File: src/hdl/ttpl_pkg.sv
// Package for the triangle table point locator.
// Holds table sizes, coordinate and product widths, codes, and the channel and control types.
// Used by every module of the block; depends on nothing.
package ttpl_pkg;

    localparam int TABLE_DEPTH = 16;
    localparam int COORD_W     = 16;
    localparam int IDX_W       = (TABLE_DEPTH > 1) ? $clog2(TABLE_DEPTH) : 1;
    localparam int CNT_W       = $clog2(TABLE_DEPTH + 1);
    localparam int DIFF_W      = COORD_W + 1;
    localparam int PROD_W      = 2 * DIFF_W;
    localparam int CROSS_W     = PROD_W + 1;
    localparam int SUM_W       = CROSS_W + 1;

    typedef enum logic [1:0] {
        OP_INSERT   = 2'd0,
        OP_DELETE   = 2'd1,
        OP_QUERY    = 2'd2,
        OP_RESERVED = 2'd3
    } opcode_t;

    typedef enum logic [1:0] {
        ST_DONE      = 2'd0,
        ST_NOT_FOUND = 2'd1,
        ST_FULL      = 2'd2
    } status_t;

    typedef struct packed {
        logic signed [COORD_W-1:0] a_x;
        logic signed [COORD_W-1:0] a_y;
        logic signed [COORD_W-1:0] b_x;
        logic signed [COORD_W-1:0] b_y;
        logic signed [COORD_W-1:0] c_x;
        logic signed [COORD_W-1:0] c_y;
    } tri_t;

    typedef struct packed {
        logic [1:0]                opcode;
        logic signed [COORD_W-1:0] corner_a_x;
        logic signed [COORD_W-1:0] corner_a_y;
        logic signed [COORD_W-1:0] corner_b_x;
        logic signed [COORD_W-1:0] corner_b_y;
        logic signed [COORD_W-1:0] corner_c_x;
        logic signed [COORD_W-1:0] corner_c_y;
        logic signed [COORD_W-1:0] point_x;
        logic signed [COORD_W-1:0] point_y;
    } cmd_t;

    typedef struct packed {
        logic [1:0]                status;
        logic signed [COORD_W-1:0] hit_a_x;
        logic signed [COORD_W-1:0] hit_a_y;
        logic signed [COORD_W-1:0] hit_b_x;
        logic signed [COORD_W-1:0] hit_b_y;
        logic signed [COORD_W-1:0] hit_c_x;
        logic signed [COORD_W-1:0] hit_c_y;
        logic [CNT_W-1:0]          entry_count;
    } res_t;

    typedef struct packed {
        logic    load_req;
        logic    scan_start;
        logic    scan_run;
        logic    capture;
        logic    ins_write;
        logic    count_inc;
        logic    shift_rd;
        logic    shift_wr;
        logic    count_dec;
        logic    res_load;
        logic    res_hit;
        status_t res_status;
    } ctl_t;

    typedef struct packed {
        logic full;
        logic left_zero;
        logic pipe_empty;
        logic hit;
        logic shift_more;
    } sts_t;

endpackage

File: src/hdl/ttpl_ctrl.sv
// Controller of the triangle table point locator: accepts requests, sequences insert,
// scan and shift, and owns the result valid flag.
// Depends on ttpl_pkg; drives ttpl_dp through ctl_t and reads sts_t.
module ttpl_ctrl
    import ttpl_pkg::*;
(
    input  logic       clk,
    input  logic       rst_n,
    input  logic       cmd_valid,
    input  logic [1:0] cmd_opcode,
    output logic       cmd_stall,
    output logic       res_valid,
    input  logic       res_stall,
    input  sts_t       sts,
    output ctl_t       ctl
);

    typedef enum logic [2:0] {
        S_IDLE,
        S_INSERT,
        S_SCAN,
        S_SHIFT_RD,
        S_SHIFT_WR,
        S_FINISH
    } state_t;

    state_t  state_reg;
    opcode_t op_reg;
    status_t status_reg;
    logic    res_valid_reg;
    logic    accept;
    logic    res_free;

    assign accept    = cmd_valid && (state_reg == S_IDLE);
    assign res_free  = !res_valid_reg || !res_stall;
    assign cmd_stall = (state_reg != S_IDLE);
    assign res_valid = res_valid_reg;

    always_comb
    begin
        ctl            = '0;
        ctl.res_status = status_reg;
        case (state_reg)
            S_IDLE:
            begin
                ctl.load_req   = accept;
                ctl.scan_start = accept;
            end
            S_INSERT:
            begin
                ctl.ins_write = !sts.full;
                ctl.count_inc = !sts.full;
            end
            S_SCAN:
            begin
                ctl.scan_run = !sts.hit;
                ctl.capture  = sts.hit;
            end
            S_SHIFT_RD:
            begin
                ctl.shift_rd  = sts.shift_more;
                ctl.count_dec = !sts.shift_more;
            end
            S_SHIFT_WR:
            begin
                ctl.shift_wr = 1'b1;
            end
            S_FINISH:
            begin
                ctl.res_load = res_free;
                ctl.res_hit  = (op_reg == OP_QUERY) && (status_reg == ST_DONE);
            end
            default:
            begin
                ctl = '0;
            end
        endcase
    end

    always_ff @(posedge clk or negedge rst_n)
    begin
        if (!rst_n)
        begin
            state_reg     <= S_IDLE;
            op_reg        <= OP_INSERT;
            status_reg    <= ST_DONE;
            res_valid_reg <= 1'b0;
        end
        else
        begin
            if (ctl.res_load)
            begin
                res_valid_reg <= 1'b1;
            end
            else if (res_valid_reg && !res_stall)
            begin
                res_valid_reg <= 1'b0;
            end

            case (state_reg)
                S_IDLE:
                begin
                    if (accept)
                    begin
                        op_reg <= opcode_t'(cmd_opcode);
                        case (opcode_t'(cmd_opcode))
                            OP_INSERT:
                            begin
                                state_reg <= S_INSERT;
                            end
                            OP_DELETE, OP_QUERY:
                            begin
                                state_reg <= S_SCAN;
                            end
                            default:
                            begin
                                status_reg <= ST_DONE;
                                state_reg  <= S_FINISH;
                            end
                        endcase
                    end
                end
                S_INSERT:
                begin
                    status_reg <= sts.full ? ST_FULL : ST_DONE;
                    state_reg  <= S_FINISH;
                end
                S_SCAN:
                begin
                    if (sts.hit)
                    begin
                        status_reg <= ST_DONE;
                        state_reg  <= (op_reg == OP_QUERY) ? S_FINISH : S_SHIFT_RD;
                    end
                    else if (sts.left_zero && sts.pipe_empty)
                    begin
                        status_reg <= ST_NOT_FOUND;
                        state_reg  <= S_FINISH;
                    end
                end
                S_SHIFT_RD:
                begin
                    state_reg <= sts.shift_more ? S_SHIFT_WR : S_FINISH;
                end
                S_SHIFT_WR:
                begin
                    state_reg <= S_SHIFT_RD;
                end
                S_FINISH:
                begin
                    if (res_free)
                    begin
                        state_reg <= S_IDLE;
                    end
                end
                default:
                begin
                    state_reg <= S_IDLE;
                end
            endcase
        end
    end

`ifndef SYNTHESIS
    assert property (@(posedge clk) disable iff (!rst_n)
        (state_reg == S_SCAN && sts.hit) |=> (state_reg == S_FINISH || state_reg == S_SHIFT_RD))
        else $error("scan did not stop at the first hit");
    assert property (@(posedge clk) disable iff (!rst_n) ctl.res_load |=> res_valid_reg)
        else $error("result loaded without valid");
    assert property (@(posedge clk) disable iff (!rst_n) (cmd_valid && !cmd_stall) |=> cmd_stall)
        else $error("second request taken while busy");
`endif

endmodule

File: config.mk
export PLATFORM = sky130hd
export DESIGN_NAME = ttpl_ctrl
export DESIGN_NICKNAME = d
export VERILOG_FILES = /design/src/hdl/ttpl_pkg.sv /design/src/hdl/ttpl_ctrl.sv
export SDC_FILE = /design/constraint.sdc
export NUM_CORES = 1
export LEC_CHECK = 0
export ABC_AREA = 0
export BUFFER_PORTS_ARGS = -buffer_cell sky130_fd_sc_hd__buf_2
export CAP_MARGIN = 10
export CORE_AREA = 2 2 39 41
export DETAILED_ROUTE_END_ITERATION = 10
export DIE_AREA = 0 0 41 43
export GPL_TIMING_DRIVEN = 0
export PLACE_DENSITY = 0.89
export SLEW_MARGIN = 20
export SYNTH_ARGS = -nofsm -noshare
export SYNTH_HDL_FRONTEND = slang
export SYNTH_SLANG_ARGS = --single-unit
File: constraint.sdc
create_clock -name clk -period 3.3 [get_ports clk]
set_input_delay 0 -clock clk [delete_from_list [all_inputs] [get_ports clk]]
set_output_delay 0 -clock clk [all_outputs]
set_load 0.01 [all_outputs]
# --- Word-level counts from Yosys, hierarchy flattened ---
# Cells that the tools add are included.
op_classes:
  eq_ne: 12
  n_mux: 24
  reduce_logical: 22
op_table:
  columns: ["operator", "count"]
  rows:
  - ["$mux 2", 10]
  - ["$pmux 3 s6", 1]
  - ["$mux 3", 5]
  - ["$eq 3x2->1 const B", 2]
  - ["$eq 3x3->1 const B", 2]
  - ["$mux 1", 6]
  - ["$ne 2x2->1 const B", 3]
  - ["$pmux 2 s3", 1]
  - ["$pmux 3 s2", 1]
  - ["$reduce_bool 3->1", 2]
  - ["$reduce_or 6->1", 1]
  - ["$logic_not 1->1", 5]
  - ["$eq 2x2->1 const B", 2]
  - ["$logic_and 1x1->1", 4]
  - ["$logic_not 2->1", 2]
  - ["$reduce_and 4->1", 1]
  - ["$eq 3x1->1 const B", 1]
  - ["$logic_not 3->1", 1]
  - ["$ne 3x3->1 const B", 1]
  - ["$reduce_and 3->1", 1]
  - ["$reduce_or 3->1", 1]
  - ["$eq 2x1->1 const B", 1]
  - ["$reduce_and 2->1", 1]
  - ["$reduce_bool 2->1", 1]
  - ["2 further kinds", 2]
totals:
  register_bits: 8
  wordCells: 62

# --- Logic depth before layout (Yosys ltp) ---
depth:
  word_depth: 5
  depth_mapped: 5
  depth_no_buf: 4

# --- Least setup slack after synthesis ---
# Ideal clock, no wire load.
synth_timing:
  kind: "register to register"
  start: "register state_reg[2]"
  end: "register op_reg[0]"
  setup_time_ns: 0.125
  t_arrival_ns: 1.323
  path_slack_ns: 1.852
  stages_incl_launch_ff: 5
  synth_period_minus_slack_ns: 1.448
  path_cell_list: "dfrtp_1 -> buf_2 -> nor3_1 -> and2_2 -> mux2_2"
synth_between:
  elab_chain_len: 3
synth_lines:
  columns: ["item", "line", "text"]
  rows:
  - ["from (decl)", "ttpl_ctrl.sv:27", "state_t state_reg;"]
  - ["from (signal assigned)", "ttpl_ctrl.sv:133", "state_reg <= (op_reg == OP_QUERY) ? S_FINISH : S_SHIFT_RD;"]
  - ["from (signal assigned)", "ttpl_ctrl.sv:143", "state_reg <= sts.shift_more ? S_SHIFT_WR : S_FINISH;"]
  - ["$logic_not 3->1 *", "ttpl_ctrl.sv:34, ttpl_ctrl.sv:100", null]
  - ["$logic_and 1x1->1", "ttpl_ctrl.sv:34", "assign accept = cmd_valid && (state_reg == S_IDLE);"]
  - ["$reduce_and 2->1 (no source line) *", null, null]
  - ["to (signal assigned)", "ttpl_ctrl.sv:105", "op_reg <= opcode_t'(cmd_opcode);"]
  - ["to (decl)", "ttpl_ctrl.sv:28", "opcode_t op_reg;"]
# Mark *: on every way between the ends. The rest lies on a longest branch, timed or not.
# A chain may end at the register's enable or synchronous reset.

==> impl_metrics.csv <==
group,metric,value,unit
clock_network,cts-root-buf,"clkbuf_4",
finish,nets,105,
sta,setup_viol,0,
clock_network,cts.sinks,8,
clock_network,cts_made_buffers,3,
critical_path,cp.arrival,1.64,ns
floorplanning,rows,14,
sta,setup_ws,1.66,ns
sta,slew_viol_final,0,
sta,fin_tns_setup,0,ns
worst_hold_path,hp-class,"input port to flip-flop",
sta,fmax,611,MHz
power,irDropWorstVdd,0.000356,V
yosys,yosysSeqAreaShare,32.4,%
yosys,postSynthNetCount,74,
floorplanning,initial_core_util,44.7,%
sta,fin_skew,0.00547,ns
global_routing,overflow,0,
routing,vias,571,
finish,multi_input_area,355,µm²
finish,layoutNonFillerInstCount,107,
finish,area_growth,28.7,%
sta,period_minus_slack,1.64,ns
routing,dr.pass1.iters,4,
yosys,synthCells,62,
placed_design,io_buffers,25,
finish,antennaDiodeCount,0,
critical_path,cp.required,3.30,ns
floorplanning,die_h,43,µm
yosys,yosys_most_used_dff,"dfrtp_1",
critical_path,cp-start-kind,"flip-flop",
finish,drive_above_1_share,47.3,%
critical_path,cp_max_fo,10,
routing,drtAntennaViolNets,0,
finish,ff_latch_area,200,µm²
global_routing,grtUsageTotal,19.2,%
yosys,synth.distinct_cells,34,
clock_network,cts_tree,"done",
clock_network,hold_buffers,1,
critical_path,critPathKind,"flip-flop to output port",
yosys,ys_ff_latch,8,
routing,routed_wl,1.34,mm
routing,post_drt_wl_per_cell,12.5,µm
routing,via_per_inst,5.34,
placed_design,gp_congestion,0.780,
placed_design,dp_hpwl,1.11,mm
clock_network,clk_latency,0.25,ns
power,power.density,872,nW/µm²
clock_network,post_cts_buffers,0,
clock_network,htree_levels,1,
global_routing,antenna_found_initial,0,
yosys,syn_avg_cell_area,9.97,µm²
routing,drc,0,
floorplanning,coreArea,1380,µm²
floorplanning,dieArea,1760,µm²
finish,num-fill-cells,125,
global_routing,grt_pass1_wl,2.27,mm
floorplanning,fp.dieW,41,µm
placed_design,pre_cts_slack,1.78,ns
finish,largest_reg_flops,3,
clock_network,cts_buffer_depth,2,
sta,worst_pin_slew,0.335,ns
power,leakagePower,0.407,nW
status,outcome,"finished, final reports clean",
power,total_power,0.000694,W
clock_network,cts_resized,0,
yosys,async_reset_ff_share,100,%
sta,hold_violations,0,
job,cap_viol_max_count,0,
floorplanning,ios,26,
global_routing,grt_pass1_vias,552,
clock_network,cts.clk_slew.worst_paths,0.05,ns
sta,period_share,49.6,%
yosys,syn_area,618,µm²
routing,dr.first_iter.drc_count,12,
yosys,ys_warn_count,0,
global_routing,grt_start_max_net_pins,11,
sta,relSlewSlack,77.5,%
sta,rsz0062_at_grt,"no",
placed_design,placedCellCount,103,
critical_path,worst_setup_path_end_kind,"output port",
yosys,synth-edff-count,0,
==> synthesized netlist by cell type, types with 2 or more instances <==
library cell  instances  area (µm²)
inv_1                 3        11.3
buf_2                 2        10.0
or2_1                 2        12.5
a21oi_1               3        15.0
nor3_1                2        10.0
buf_4                 4        30.0
nor2_1                4        15.0
a21boi_0              2        15.0
mux2_2                2        22.5
nor4_1                3        18.8
nand2_1               4        15.0
dfrtp_1               8         200
a221o_1               2        20.0
==> power breakdown <==
group           total, W  switching (W)  internal, W
registers       0.000181      0.0000349     0.000146
clock network  0.0000697      0.0000284    0.0000413
logic           0.000444       0.000233     0.000211
total           0.000694       0.000296     0.000398
==> layout by cell type, fill, tap and decap left out, types with 2 or more instances in the layout <==
cell type and count:
buf_2 27, nand2_1 4, buf_4 4, or2_1 2, nor2_1 4, mux2_2 2
inv_1 3, nor4_1 3, a221o_1 2, clkbuf_4 3, a21boi_0 2, nor3_1 2
dfrtp_1 8, a21oi_1 3
==> routing by layer <==
| metal | routed length (µm) | GRT usage, % | vias to the layer above | part of all wire [%] |
|---|---|---|---|---|
| met5 | 0 | 0 | - | 0 |
| met4 | 30 | 12.7 | 0 | 2.2 |
| met2 | 670 | 29.7 | 19 | 50 |
| met3 | 66 | 2.09 | 4 | 4.9 |
| li1 | - | - | 287 | - |
| met1 | 567 | 23.6 | 261 | 42 |
==> cells by family after synthesis <==
| logic type | share of synthesized area (%) |
|---|---|
| flip-flops | 32.4 |
| buffers and inverters | 10.1 |
| AND/OR/NAND/NOR | 26.3 |
| adder cells (fa/ha/maj) | 2.02 |
| AO/OA/AOI/OAI | 25.5 |
| multiplexers | 3.64 |
==> area by class of cell <==
class | instances | share of cell area, %
repair buffers | 26 | 17.0
multi-input cells | 44 | 44.7
flip-flops and latches | 8 | 25.2
inverters | 3 | 1.42
well taps | 16 | 2.52
plain buffers | 7 | 6.45
clock buffers | 3 | 2.83
==> path summary, 6_finish.rpt <==
| path | to | depth (start not counted) | start | slack, ns |
|---|---|---|---|---|
| max | ctl[8] | 5 | state_reg[2] | 1.66 |
| min | op_reg[0] | 2 | cmd_opcode[0] | 0.02 |
| max reg2reg | op_reg[0] | 4 | state_reg[2] | 1.78 |
| min reg2reg | op_reg[0] | 1 | op_reg[0] | 0.50 |
| max in group asynchronous | state_reg[1] | 2 | rst_n | 3.03 |
| min in group asynchronous | res_valid | 2 | rst_n | 0.11 |
==> metrics by stage <==
step / hold WS, ns / utilization [%] / instance area [µm²]
after global placement: -0.160 / 55.2 / 763
after detailed placement: -0.154 / 55.2 / 763
after floorplan: -0.296 / - / 618
final: 0.0162 / 57.5 / 796
after CTS: 0.0120 / 57.5 / 796
after global routing: 0.0239 / 57.5 / 796
==> critical path, cell delays in order, from the launching register on <==
cell     delay [ns]
dfrtp_1        0.36
buf_2          0.17
buf_2          0.20
nor4_1         0.37
buf_4          0.17
buf_2          0.11
Power figures use the tool's default switching activity.
